$ cat config.mk
export PLATFORM = sky130hd
export DESIGN_NAME = fixed_slot_pool_allocator_unit
export DESIGN_NICKNAME = d
export VERILOG_FILES = /design/src/hdl/fspa_pkg.sv /design/src/hdl/fspa_search.sv /design/src/hdl/fixed_slot_pool_allocator_unit.sv
export SDC_FILE = /design/constraint.sdc
export NUM_CORES = 1
export LEC_CHECK = 0
export BUFFER_PORTS_ARGS = -buffer_cell sky130_fd_sc_hd__buf_2
export CORE_UTILIZATION = 60
export CTS_CLUSTER_DIAMETER = 30
export CTS_CLUSTER_SIZE = 20
export DETAILED_ROUTE_END_ITERATION = 7
export PLACE_DENSITY_LB_ADDON = 0.3
export SLEW_MARGIN = 20
export SYNTH_ARGS = -nofsm -noshare
export SYNTH_HDL_FRONTEND = slang
export SYNTH_SLANG_ARGS = --single-unit
$ cat constraint.sdc
create_clock -name aclk -period 7.7 [get_ports aclk]
set_input_delay 1.54 -clock aclk [delete_from_list [all_inputs] [get_ports aclk]]
set_output_delay 1.54 -clock aclk [all_outputs]
set_load 0.02 [all_outputs]
$ cat src/hdl/fspa_pkg.sv
// ============================================================================
// fspa_pkg
// Shared types and constants for the fixed-slot pool allocator.
// ============================================================================
package fspa_pkg;

    // Pool geometry
    localparam int SLOTS      = 32;
    localparam int SLOT_BYTES = 16;
    localparam int SLOT_IDX_W = (SLOTS > 1) ? $clog2(SLOTS) : 1;
    localparam int SIZE_W     = $clog2(SLOT_BYTES + 1);

    // Field widths
    localparam int OPCODE_W    = 2;
    localparam int SLOT_IN_W   = 6;
    localparam int STATUS_W    = 2;
    localparam int SLOT_OUT_W  = 5;
    localparam int OFFSET_W    = 9;
    localparam int PROD_W      = SLOT_IN_W + SIZE_W;
    localparam int S_TDATA_W   = 8;
    localparam int M_TDATA_W   = 24;

    // Request operations
    typedef enum logic [OPCODE_W-1:0] {
        OP_INIT    = 2'd0,
        OP_ACQUIRE = 2'd1,
        OP_RELEASE = 2'd2,
        OP_LOOKUP  = 2'd3
    } op_t;

    // Result status codes
    typedef enum logic [STATUS_W-1:0] {
        ST_OK      = 2'd0,
        ST_FULL    = 2'd1,
        ST_INVALID = 2'd2
    } status_t;

    // Free-slot search result
    typedef struct packed {
        logic                  found;
        logic [SLOT_IDX_W-1:0] slot;
    } search_t;

endpackage

$ cat src/hdl/fspa_search.sv
// ============================================================================
// fspa_search
// Rotated priority encoder: first free slot at or after a start index,
// wrapping to the lowest free slot.
// ============================================================================
module fspa_search (
    input  logic [fspa_pkg::SLOTS-1:0]      used_map,
    input  logic [fspa_pkg::SLOT_IDX_W-1:0] start,
    output fspa_pkg::search_t               result
);

    logic [fspa_pkg::SLOTS-1:0]      free_vec;
    logic [fspa_pkg::SLOTS-1:0]      upper_vec;
    logic [fspa_pkg::SLOT_IDX_W-1:0] upper_idx;
    logic [fspa_pkg::SLOT_IDX_W-1:0] low_idx;

    // Free slots at or above the start index
    always_comb begin
        free_vec = ~used_map;
        for (int i = 0; i < fspa_pkg::SLOTS; i++) begin
            upper_vec[i] = free_vec[i] && (fspa_pkg::SLOT_IDX_W'(i) >= start);
        end
    end

    // Lowest set bit of each vector; lower index wins
    always_comb begin
        upper_idx = '0;
        low_idx   = '0;
        for (int i = fspa_pkg::SLOTS - 1; i >= 0; i--) begin
            if (upper_vec[i]) begin
                upper_idx = fspa_pkg::SLOT_IDX_W'(i);
            end
            if (free_vec[i]) begin
                low_idx = fspa_pkg::SLOT_IDX_W'(i);
            end
        end
    end

    assign result.found = |free_vec;
    assign result.slot  = (|upper_vec) ? upper_idx : low_idx;

endmodule

$ cat src/hdl/fixed_slot_pool_allocator_unit.sv
// ============================================================================
// fixed_slot_pool_allocator_unit
// Bitmap allocator for a pool of fixed-size slots with round-robin cursor.
// ============================================================================
// Usage:
//   Requests enter on the s_ stream: opcode (init, acquire, release, look up)
//   and a slot id. Each request yields exactly one result on the m_ stream:
//   status, granted slot, byte offset and a payload clear flag.
//   cfg_we/cfg_wdata set round-robin mode; write it only while idle.
// Pipeline:
//   A request is taken into an input register, resolved by the rotated
//   priority encoder over the used bitmap, and stored in the result
//   register, which drives m_tvalid. One request per cycle is sustained
//   while m_tready stays high; the bitmap and cursor update as the result
//   is loaded, so back-to-back requests see each other's effect.
// Reset:
//   aresetn low empties both registers, frees every slot, zeroes the cursor
//   and selects linear search mode.
// Stall:
//   While m_tready is low the result holds; one more request can wait in the
//   input register, after which s_tready drops.
// ============================================================================
module fixed_slot_pool_allocator_unit (
    input  logic                           aclk,
    input  logic                           aresetn,
    // Configuration
    input  logic                           cfg_we,
    input  logic                           cfg_wdata,     // round_robin_mode
    // Request stream
    input  logic                           s_tvalid,
    output logic                           s_tready,
    input  logic [fspa_pkg::S_TDATA_W-1:0] s_tdata,       // [1:0] opcode, [7:2] slot_in
    // Result stream
    output logic                           m_tvalid,
    input  logic                           m_tready,
    output logic [fspa_pkg::M_TDATA_W-1:0] m_tdata        // [1:0] status, [6:2] slot_out,
                                                          // [15:7] byte_offset,
                                                          // [16] clear_request, [23:17] 0
);

    // Registers
    logic                              rr_mode_reg;
    logic                              in_valid_reg;
    fspa_pkg::op_t                     op_reg;
    logic [fspa_pkg::SLOT_IN_W-1:0]    id_reg;
    logic [fspa_pkg::SLOTS-1:0]        used_map_reg, used_map_next;
    logic [fspa_pkg::SLOT_IDX_W-1:0]   cursor_reg, cursor_next;
    logic                              out_valid_reg;
    fspa_pkg::status_t                 status_reg, status_next;
    logic [fspa_pkg::SLOT_OUT_W-1:0]   slot_out_reg, slot_out_next;
    logic [fspa_pkg::OFFSET_W-1:0]     offset_reg, offset_next;
    logic                              clear_reg, clear_next;

    logic                              advance;
    logic                              s_accept;
    logic [fspa_pkg::SLOT_IDX_W-1:0]   start_idx;
    fspa_pkg::search_t                 search;
    logic                              id_in_range;
    logic                              id_used;
    logic [fspa_pkg::SLOT_IDX_W-1:0]   id_idx;
    logic [fspa_pkg::SLOT_IDX_W:0]     grant_inc;
    logic [fspa_pkg::SLOT_IN_W-1:0]    grant_wide;
    logic [fspa_pkg::PROD_W-1:0]       offset_prod;

    // Handshake: the input register moves whenever the result slot is free
    assign advance  = in_valid_reg && (!out_valid_reg || m_tready);
    assign s_tready = !in_valid_reg || !out_valid_reg || m_tready;
    assign s_accept = s_tvalid && s_tready;

    // Search start: cursor in round-robin mode, slot zero otherwise
    assign start_idx = (rr_mode_reg &&
                        ({1'b0, cursor_reg} < (fspa_pkg::SLOT_IDX_W + 1)'(fspa_pkg::SLOTS)))
                       ? cursor_reg : '0;

    fspa_search u_search (
        .used_map (used_map_reg),
        .start    (start_idx),
        .result   (search)
    );

    // Id checks and offset
    assign id_in_range = ({1'b0, id_reg} < (fspa_pkg::SLOT_IN_W + 1)'(fspa_pkg::SLOTS));
    assign id_idx      = id_reg[fspa_pkg::SLOT_IDX_W-1:0];
    assign id_used     = id_in_range && used_map_reg[id_idx];
    assign offset_prod = fspa_pkg::PROD_W'(id_reg) *
                         fspa_pkg::PROD_W'(fspa_pkg::SLOT_BYTES);
    assign grant_inc   = {1'b0, search.slot} + 1'b1;
    assign grant_wide  = fspa_pkg::SLOT_IN_W'(search.slot);

    // Request execution
    always_comb begin
        used_map_next = used_map_reg;
        cursor_next   = cursor_reg;
        status_next   = fspa_pkg::ST_OK;
        slot_out_next = '0;
        offset_next   = '0;
        clear_next    = 1'b0;
        case (op_reg)
            fspa_pkg::OP_INIT: begin
                used_map_next = '0;
                cursor_next   = '0;
            end
            fspa_pkg::OP_ACQUIRE: begin
                if (search.found) begin
                    used_map_next[search.slot] = 1'b1;
                    cursor_next   = (grant_inc >= (fspa_pkg::SLOT_IDX_W + 1)'(fspa_pkg::SLOTS))
                                    ? '0 : grant_inc[fspa_pkg::SLOT_IDX_W-1:0];
                    slot_out_next = grant_wide[fspa_pkg::SLOT_OUT_W-1:0];
                end else begin
                    status_next = fspa_pkg::ST_FULL;
                end
            end
            fspa_pkg::OP_RELEASE: begin
                if (id_used) begin
                    used_map_next[id_idx] = 1'b0;
                    clear_next            = 1'b1;
                end else begin
                    status_next = fspa_pkg::ST_INVALID;
                end
            end
            fspa_pkg::OP_LOOKUP: begin
                if (id_used) begin
                    offset_next = offset_prod[fspa_pkg::OFFSET_W-1:0];
                end else begin
                    status_next = fspa_pkg::ST_INVALID;
                end
            end
            default: begin
                status_next = fspa_pkg::ST_INVALID;
            end
        endcase
    end

    // Control state
    always_ff @(posedge aclk) begin
        if (!aresetn) begin
            rr_mode_reg   <= 1'b0;
            in_valid_reg  <= 1'b0;
            out_valid_reg <= 1'b0;
            used_map_reg  <= '0;
            cursor_reg    <= '0;
        end else begin
            if (cfg_we) begin
                rr_mode_reg <= cfg_wdata;
            end
            if (s_accept) begin
                in_valid_reg <= 1'b1;
            end else if (advance) begin
                in_valid_reg <= 1'b0;
            end
            if (advance) begin
                out_valid_reg <= 1'b1;
                used_map_reg  <= used_map_next;
                cursor_reg    <= cursor_next;
            end else if (m_tready) begin
                out_valid_reg <= 1'b0;
            end
        end
    end

    // Payload registers
    always_ff @(posedge aclk) begin
        if (s_accept) begin
            op_reg <= fspa_pkg::op_t'(s_tdata[1:0]);
            id_reg <= s_tdata[7:2];
        end
        if (advance) begin
            status_reg   <= status_next;
            slot_out_reg <= slot_out_next;
            offset_reg   <= offset_next;
            clear_reg    <= clear_next;
        end
    end

    assign m_tvalid = out_valid_reg;
    assign m_tdata  = {7'd0, clear_reg, offset_reg, slot_out_reg, status_reg};

`ifndef SYNTHESIS
    // Init leaves an empty pool and a zero cursor
    a_init_clears: assert property (@(posedge aclk) disable iff (!aresetn)
        advance && (op_reg == fspa_pkg::OP_INIT)
        |=> (used_map_reg == '0) && (cursor_reg == '0))
        else $error("init did not clear pool state");

    // Full is reported only when every slot is used
    a_full_only_when_full: assert property (@(posedge aclk) disable iff (!aresetn)
        advance && (op_reg == fspa_pkg::OP_ACQUIRE) && !search.found
        |-> (&used_map_reg))
        else $error("acquire reported full with a free slot");

    // A granted slot was free and is used afterward
    a_grant_marks_used: assert property (@(posedge aclk) disable iff (!aresetn)
        advance && (op_reg == fspa_pkg::OP_ACQUIRE) && search.found
        |-> !used_map_reg[search.slot] && used_map_next[search.slot])
        else $error("grant of a used slot or slot not marked");

    // A clear request only comes with an ok status
    a_clear_ok: assert property (@(posedge aclk) disable iff (!aresetn)
        out_valid_reg && clear_reg |-> (status_reg == fspa_pkg::ST_OK))
        else $error("clear request with failing status");
`endif

endmodule
==> out/metrics.cfg, run 1 <==
[placement]
routabilityCongestion=0.913
post-place-ws_ps=3740
hpwl_microns=10100
dp_cells=675
numPortBuffers=28

[floorplan]
start_util_pct=63.2
num_rows=31
die-width_microns=90.3
die_h_microns=90.3
dieArea_sq_mm=0.00816
io_pins=40
core_area_sq_mm=0.00741

[timing]
slew_headroom_pct=37.1
grt_setup_unrepaired=false
tightest_slew_ps=939
skew_ps=11.1
setup_tns_ps=0
finalSetupViolations=0
worst_slack_ps=3570
post-route-min-period_ps=4130
hold_viol=0
hold_slack_ps=525
slew_violations=0
clock.fmax_mhz=242
post-route-period-util_pct=53.6

[pwr]
peakVddDrop_mv=0.150
p_clk_share_pct=40.4
power.leakage_nw=1.67
switching_share_pct=26.6
internal_power_w=0.000502
total_switching_power_w=0.000182
powerDensity_mw_per_mm2=140
combinationalPowerShare_pct=8.7
seq_power_share_pct=50.9

[worst_setup_path]
end_kind=register
path_max_fanout=27
r2r-start=cursor_reg[1]
path_class=reg2reg
timing.rr.end=used_map_reg[27]
worstPathRequired_ps=7970
critPathLaunchType=register
arrival_ps=4400
rrSetupSlack_ps=3570
reg2reg_depth=12

[cts]
post_cts_resized=0
cts_buffers=9
ctsHoldBuffers=0
cts_sinks=61
cts_root_buffer=clkbuf_8
cts.clk_slew.worst_paths_ps=70
cts_setup_buffers=0
h-tree-depth=3
clk_latency_ps=350
cts_max_path_buffers=2
cts_tree=done

[grt]
grt_pass1_wl_microns=22900
grt_start_max_net_pins=36
grt_pass1_vias=4504
grt_use_total_pct=35.1
antenna_found_initial=0
grt_overflow=0

[synth]
avgSynthCellArea_sq_um=7.80
syn_inst=600
yosysWarnings=0
synth.top_cells.by_area=dfxtp_1 17%, edfxtp_1 13%, a21oi_1 9.8%
synth_top_area_share_pct=17.1
synth_top_area_cell=dfxtp_1
syn-cell-area_sq_mm=0.00468
synth-main-ff-cell=dfxtp_1
synth-edff-count=21
ys_seq_elements=61
yosysSeqAreaShare_pct=30.6
yosys.cell_types.count=67
async_flop_share_pct=0

[cells_and_area]
drive_above_1_share_pct=9.80
multi_input_area_sq_mm=0.00288
regArea_sq_mm=0.00143
fin_cells=691
diodes=0
nets=609
largest_reg_flops=32
syn_to_final_growth_pct=4.20
fillers=640

[detailed_routing]
routed_wl_microns=14300
drtAntennaViolNets=0
first_iter_violations=707
viasPerCell=7.20
drcViolationCount=0
vias=4975
dr.pass1.iters=7
wl_per_cell_microns=20.7

[hold_path]
min_path_type=reg2reg
min_to=m_tvalid
holdPathStages=1
worstHoldStart=in_valid_reg

[run_status]
status=finished clean

[run]
drv_cap=0

-- synth_stat cells (3+ instances only) --
cell / instances
nand4b_1: 5
nand4_1: 14
a22oi_1: 7
buf_1: 4
and3_1: 10
a221oi_1: 3
or3_1: 7
a22o_1: 3
or2_1: 3
o21ai_1: 3
inv_1: 23
nand2_1: 42
a41oi_1: 6
a21oi_1: 92
buf_4: 16
o211ai_1: 5
o31ai_1: 3
and2_1: 12
o21a_1: 12
ha_1: 8
nor3b_1: 3
mux4_2: 8
and3b_1: 3
a211oi_1: 7
a31oi_1: 26
o22ai_1: 3
nor2b_1: 10
and4_1: 5
clkbuf_1: 35
nor2_1: 29
nor3_1: 18
o2111ai_1: 5
o21ai_0: 39
a211o_1: 3
nand3_1: 8
buf_2: 11
a21o_1: 5
dfxtp_1: 40
o21bai_1: 3
edfxtp_1: 21
-- cells in the final DEF, fill, tap and decap left out, types with 7 or more instances in the layout --
| master | instances |
|---|---|
| a21oi_1 | 92 |
| nand2_1 | 42 |
| dfxtp_1 | 40 |
| o21ai_0 | 39 |
| nor2_1 | 29 |
| buf_2 | 28 |
| a31oi_1 | 26 |
| inv_1 | 23 |
| edfxtp_1 | 21 |
| nor3_1 | 18 |
| nand4_1 | 14 |
| and2_1 | 12 |
| o21a_1 | 12 |
| conb_1 | 11 |
| nor2b_1 | 10 |
| and3_1 | 10 |
| clkbuf_8 | 9 |
| nand3_1 | 8 |
| mux4_2 | 8 |
| ha_1 | 8 |
| a22oi_1 | 7 |
| or3_1 | 7 |
-- power groups by stage --
stage | clock, W | combinational (W) | sequential [W]
after floorplan | 0 | 0.0000480 | 0.000353
after global placement | 0 | 0.0000560 | 0.000355
after detailed placement | 0 | 0.0000575 | 0.000355
after CTS | 0.000274 | 0.0000576 | 0.000348
after global routing | 0.000291 | 0.0000638 | 0.000349
final | 0.000277 | 0.0000593 | 0.000348
-- how the worst max path moves through the flow --
stage	from	end	slack (ps)	cells after the start
after CTS	cursor_reg[1]	cursor_reg[4]	3660	11
after global placement	cursor_reg[1]	cursor_reg[4]	3830	10
after detailed placement	cursor_reg[1]	used_map_reg[27]	3740	12
after floorplan	m_tready	s_tready	4270	2
final	cursor_reg[1]	used_map_reg[27]	3570	12
after global routing	cursor_reg[1]	used_map_reg[19]	3350	12
-- cells by family (layout without fill, tap and decap cells) --
group	after synthesis	in the layout	share of synthesized area, %
xor gates and xnor gates	1	1	0.187
buffers and inverters	91	73	8.87
AOI/OAI and AO/OA	243	243	32.1
and+or+nand+nor	185	185	21.7
adders and majority gates	8	8	2.14
muxes	10	10	4.28
DFF	61	61	30.6
other	1	11	0.0801
-- routing by layer --
metal | GRT usage, % | part of all wire, % | vias to the layer above | routed length [microns]
li1 | - | - | 2213 | -
met1 | 48.0 | 39 | 2277 | 5630
met2 | 53.6 | 45 | 413 | 6410
met3 | 9.01 | 13 | 72 | 1840
met4 | 12.5 | 3.1 | 0 | 451
met5 | 0 | 0 | - | 0
-- area by class of cell --
type                            count  share of cell area [%]
Clock inverter                      6                    1.10
Inverter                           25                    1.92
Sequential cell                    61                    29.3
Timing Repair Buffer               32                    3.49
Tap cell                           99                    2.54
Clock buffer                       10                    2.62
Multi-Input combinational cell    458                    59.0
-- per-stage QoR --
stage	util (%)	area, sq um	power [W]
global placement	63.3	4690	0.000411
detailed placement	63.3	4690	0.000413
finish	65.9	4880	0.000684
CTS	65.8	4870	0.000680
floorplan	-	4720	0.000401
global route	65.9	4880	0.000704
-- worst max-delay path: stages, from the launching register on --
cell and delay (ps):
dfxtp_1 920, o2111ai_1 280, and2_1 260, or3_1 390
or4_4 580, nor2_1 230, nand4_1 110, and2_1 270
inv_1 140, ha_1 350, and2_1 260, a31oi_1 120
a21oi_1 140
No activity file was read; power rests on OpenSTA's default activity.
==> inputs of run 2 (changes only) <==
--- a/config.mk
+++ b/config.mk
@@ -6,7 +6,7 @@
 export NUM_CORES = 1
 export LEC_CHECK = 0
 export BUFFER_PORTS_ARGS = -buffer_cell sky130_fd_sc_hd__buf_2
-export CORE_UTILIZATION = 60
+export CORE_UTILIZATION = 55
 export CTS_CLUSTER_DIAMETER = 30
 export CTS_CLUSTER_SIZE = 20
 export DETAILED_ROUTE_END_ITERATION = 7
==> constraint.sdc (replaced) <==
create_clock -name aclk -period 3.4 [get_ports aclk]
set_input_delay 0.68 -clock aclk [delete_from_list [all_inputs] [get_ports aclk]]
set_output_delay 0.68 -clock aclk [all_outputs]
set_load 0.02 [all_outputs]
==> run 2 against run 1 <==
Sequential share of layout area down 1.5 points. Worst hold slack got worse by 44 ps. Routed wire length increased by 4.6%. Register-to-register slack got worse by 3500 ps. Clock power increased by 140%. Combinational power rose by 150%. Critical endpoint is now cursor_reg[4]. Highest routed layer unchanged.
==> out/metrics.cfg, run 2 (synthesized netlist as in run 1, its figures left out) <==
[run]
drv_cap=0  ; unchanged

[cells_and_area]
layout_commonest_cell=a21oi_1
multi_input_area_sq_mm=0.00288  ; about the same
largest_reg_flops=32  ; unchanged
drive_above_1_share_pct=16.9  ; +7.1 points
regArea_sq_mm=0.00145  ; +1.0%
final_cell_mix=92 x a21oi_1, 42 x nand2_1, 39 x buf_4, 38 x o21ai_0, 34 x dfxtp_1
fillers=715  ; +12%
fin_cells=733  ; +6.1%
syn_to_final_growth_pct=10.8
diodes=0  ; unchanged
nets=645  ; +5.9%

[floorplan]
core_area_sq_mm=0.00822  ; +11%
die_h_microns=94.3  ; +4.4%
io_pins=40  ; unchanged
die-width_microns=94.3  ; +4.4%
num_rows=33  ; +6.5%
dieArea_sq_mm=0.00889  ; +8.9%
start_util_pct=57.0  ; -6.2 points

[timing]
worst_slack_ps=93.7  ; -3480 ps
finalSetupViolations=0  ; unchanged
post-route-min-period_ps=3310  ; -822 ps
slew_headroom_pct=44.2  ; +7.1 points
tightest_slew_ps=837  ; -103 ps
hold_viol=0  ; unchanged
grt_setup_unrepaired=false
slew_violations=0  ; unchanged
clock.fmax_mhz=302  ; +25%
skew_ps=12.5  ; +1.39 ps
post-route-period-util_pct=97.2  ; +44 points

[placement]
routabilityCongestion=0.978  ; +7.2%
post-place-ws_ps=-17.0  ; -3760 ps
numPortBuffers=28  ; unchanged
hpwl_microns=10800  ; +6.4%
dp_cells=717  ; +6.2%

[detailed_routing]
viasPerCell=6.87  ; -4.6%
routed_wl_microns=15000  ; +4.6%
first_iter_violations=607  ; -14%
dr.pass1.iters=5  ; -2
drcViolationCount=0  ; unchanged
vias=5035  ; +1.2%
drtAntennaViolNets=0  ; unchanged
wl_per_cell_microns=20.5  ; -1.4%

[worst_setup_path]
crit_path_max_incr_delay_ps=400  ; -520 ps
crit_start=cursor_reg[2]
end_kind=register
path_class=reg2reg
crit_path_top_delay_cell=a211oi_1
reg2reg_depth=11  ; -1
r2r-start=cursor_reg[2]
critPathLaunchType=register
path_depth=11  ; -1
path_cells=buf_4 > a21o_1 > a211o_1 > a22o_1 > a221oi_1 > a21oi_1 > a211oi_1 > inv_1 > ha_2 > or3_1 > o211ai_1
path_delay_family=compound AO/OA/AOI/OAI gates
worstPathRequired_ps=3680  ; -4290 ps
path_max_fanout=15  ; -44%
arrival_ps=3580  ; -820 ps
crit_buf_inv=2  ; +1

[cts]
cts_root_buffer=clkbuf_8
cts.clk_slew.worst_paths_ps=80  ; about the same
cts_setup_buffers=0  ; unchanged
clk_latency_ps=370  ; +20 ps
ctsHoldBuffers=0  ; unchanged
cts_tree=done
cts_buffers=9  ; unchanged
cts_max_path_buffers=2  ; unchanged
cts_sinks=61  ; unchanged
h-tree-depth=3  ; unchanged
post_cts_resized=3  ; +3

[hold_path]
holdPathStages=1  ; unchanged
worstHoldStart=s_tdata[7]
min_path_type=in2reg

[grt]
grt_use_total_pct=34.8  ; -0.32 points
antenna_found_initial=0  ; unchanged
grt_overflow=0  ; unchanged
grt_pass1_wl_microns=23300  ; +1.5%
grt_pass1_vias=4569  ; +1.4%
grt_start_max_net_pins=29  ; -19%

[pwr]
powerDensity_mw_per_mm2=306  ; +120%
peakVddDrop_mv=0.407  ; +170%
power.leakage_nw=1.86  ; +11%

[run_status]
status=finished clean

run 2: cell count changes in the layout (fill, tap and decap cells not counted), sizes merged:
cell	delta
clkinv	-1
buf	+36
clkinvlp	+1
run 2: layer usage:
layer | vias to the layer above | part of all wire, % | GRT usage [%]
li1 | 2287 | - | -
met1 | 2317 | 40 | 44.2
met2 | 366 | 45 | 54.5
met3 | 65 | 11 | 8.09
met4 | 0 | 4.7 | 18.1
met5 | - | 0 | 0
run 2: worst register-to-register path: stages (launching register included):
cell and delay, ps:
dfxtp_2 370, buf_4 210, a21o_1 230, a211o_1 350, a22o_1 200, a221oi_1 370, a21oi_1 120, a211oi_1 400
inv_1 130, ha_2 240, or3_1 380, o211ai_1 200
run 2: layout make-up:
type | instances | area share [%]
Timing Repair Buffer | 68 | 8.56
Inverter | 25 | 1.81
Clock buffer | 10 | 2.46
Multi-Input combinational cell | 458 | 55.5
Sequential cell | 61 | 27.9
Tap cell | 105 | 2.53
Clock inverter | 6 | 1.23
run 2: report_power, final:
part           total, W  switching [W]  internal, W  leakage, nW
clock network  0.000655       0.000318     0.000337       0.0923
registers      0.000782      0.0000161     0.000766        0.529
logic          0.000148       0.000103    0.0000454         1.24
total           0.00158       0.000436      0.00115         1.86
run 2: worst paths after layout:
check / endpoint / slack, ps
setup / recovery: cursor_reg[4] / 90
hold / removal: id_reg[5] / 480
setup reg to reg: cursor_reg[4] / 90
hold reg to reg: m_tvalid / 550
run 2: stage by stage:
stage	area (sq um)	TNS [ps]	util, %	hold slack, ps	total power, W
final	5190	0	63.1	480	0.00158
after global routing	5190	0	63.1	478	0.00163
after detailed placement	4970	-17.0	60.5	527	0.000944
after global placement	4970	0	60.5	502	0.000941
after CTS	5160	0	62.9	484	0.00158
after floorplan	4720	0	-	486	0.000908
==> inputs of run 3 (changes only) <==
--- a/config.mk
+++ b/config.mk
@@ -6,10 +6,12 @@
 export NUM_CORES = 1
 export LEC_CHECK = 0
 export BUFFER_PORTS_ARGS = -buffer_cell sky130_fd_sc_hd__buf_2
-export CORE_UTILIZATION = 55
+export CORE_MARGIN = 3
+export CORE_UTILIZATION = 26
 export CTS_CLUSTER_DIAMETER = 30
 export CTS_CLUSTER_SIZE = 20
 export DETAILED_ROUTE_END_ITERATION = 7
+export GPL_ROUTABILITY_DRIVEN = 0
 export PLACE_DENSITY_LB_ADDON = 0.3
 export SLEW_MARGIN = 20
 export SYNTH_ARGS = -nofsm -noshare
==> run 3 against run 2 <==
The flow now finishes with violations (design-rule violations). Critical path type unchanged. Sequential share of layout area fell by 2.0 points. Worst hold slack improved by 38 ps. Count of clock-buffer cells in the layout did not move. Sequential power barely moved. Clock power rose by 62%. Die area rose by 120%. Combinational power rose by 3%. Flip-flop and latch count did not move.
==> out/metrics.cfg, run 3 (synthesized netlist as in run 1, its figures left out) <==
[run_status]
status=finished, violations left
violations=design-rule violations

[worst_setup_path]
rrSetupSlack_ps=140  ; +50 ps
path_class=reg2reg
path_max_fanout=14  ; -1
worstPathRequired_ps=3660  ; -20 ps
end_kind=register
arrival_ps=3520  ; -60 ps
critPathLaunchType=register

[cells_and_area]
syn_to_final_growth_pct=18.8
multi_input_area_sq_mm=0.00288  ; unchanged
final_area_sq_mm=0.00556  ; +7.3%
final_util_pct=31.8  ; -31 points
regArea_sq_mm=0.00144  ; -0.61%
diodes=0  ; unchanged
fillers=1816  ; +150%
final_cell_mix=92 x a21oi_1, 48 x buf_4, 42 x nand2_1, 39 x o21ai_0, 35 x dfxtp_1
largest_reg_flops=32  ; unchanged
drive_above_1_share_pct=17.9  ; +0.99 points
layout_commonest_cell=a21oi_1
nets=655  ; +1.6%

[detailed_routing]
wl_per_cell_microns=18.2  ; -11%
first_iter_violations=832  ; +37%
drtAntennaViolNets=0  ; unchanged
routed_wl_microns=15700  ; +4.8%
dr.pass1.iters=8  ; +3
viasPerCell=5.75  ; -16%
vias=4958  ; -1.5%
drcViolationCount=1  ; +1

[timing]
finalSetupViolations=0  ; unchanged
slew_violations=0  ; unchanged
post-route-min-period_ps=3260  ; -45.7 ps
setup_tns_ps=0  ; unchanged
post-route-period-util_pct=95.9  ; -1.3 points
tightest_slew_ps=843  ; +6.74 ps
slew_headroom_pct=43.7  ; -0.57 points
clock.fmax_mhz=307  ; +1.4%
hold_viol=0  ; unchanged
grt_setup_unrepaired=false
skew_ps=7.57  ; -4.96 ps

[placement]
numPortBuffers=28  ; unchanged
hpwl_microns=11800  ; +9.5%
place_area_sq_mm=0.00521  ; +4.8%

[cts]
cts_tree=done
cts_root_buffer=clkbuf_16
clk_latency_ps=340  ; -30 ps
h-tree-depth=3  ; unchanged
cts_buffers=9  ; unchanged
cts.clk_slew.worst_paths_ps=60  ; -20 ps
cts_max_path_buffers=2  ; unchanged
cts_sinks=61  ; unchanged

[grt]
grt_overflow=0  ; unchanged
grt_pass1_vias=4727  ; +3.5%
grt_pass1_wl_microns=25600  ; +10%
grt_use_total_pct=16.1  ; -19 points
grt_start_max_net_pins=27  ; -6.9%
antenna_found_initial=0  ; unchanged

[floorplan]
dieArea_sq_mm=0.0197  ; +120%
io_pins=40  ; unchanged
start_util_pct=26.8  ; -30 points
num_rows=48  ; +45%
die_h_microns=140  ; +49%
die-width_microns=140  ; +49%
core_area_sq_mm=0.0175  ; +110%

[run]
drv_cap=0  ; unchanged

[pwr]
powerDensity_mw_per_mm2=359  ; +17%
power.leakage_nw=1.98  ; +6.8%
peakVddDrop_mv=0.293  ; -28%

[hold_path]
min_path_type=in2reg

## run 3: worst paths after layout
path                 start          endpoint  cells past startpoint
max reg2reg  cursor_reg[1]  used_map_reg[24]                     12
max          cursor_reg[1]  used_map_reg[24]                     12
min             s_tdata[0]         op_reg[0]                      1
min reg2reg   in_valid_reg          m_tvalid                      1
## run 3: routing by layer
metal	part of all wire [%]	vias up	routed length, microns	track usage [%]
li1	-	2314	-	-
met1	43	2337	6750	22.0
met2	45	263	7120	24.7
met3	9.0	44	1410	3.45
met4	2.7	0	432	6.22
met5	0	-	0	0
## run 3: power by group
group / switching, W / internal, W
Sequential: 0.0000149 / 0.000770
Combinational: 0.000104 / 0.0000481
Clock: 0.000344 / 0.000716
## run 3: critical path, cell delays in order (launching register included)
cell and delay [ps]:
dfxtp_2 350, buf_4 190, a21o_1 270, a211o_1 360
a22o_1 200, a221oi_1 310, a21oi_1 130, a211oi_1 370
buf_4 230, ha_1 200, and2_1 280, a31oi_1 120
a21oi_1 160
## run 3: through the flow
stage	total power [W]	hold slack, ps	setup slack [ps]	instances
floorplan	0.000908	486	89.7	610
global route	0.00206	508	7.12	863
detailed placement	0.000949	517	99.0	847
finish	0.00200	518	139	863
CTS	0.00202	499	82.5	863
global placement	0.000948	501	134	847
## run 3: cell type report
type | instances | share of cell area (%)
inverter | 25 | 1.69
sequential | 61 | 25.8
tap | 225 | 5.06
timing repair buffer | 78 | 9.56
clock buffer | 10 | 4.12
clock inverter | 6 | 1.98
multi-input combinational | 458 | 51.8
## run 3: what timing repair did
action                                  CTS  global route
endpoints found under the setup margin    0            26
hold buffers                              0             0
resized for setup                         0            10
buffers inserted                          0             0
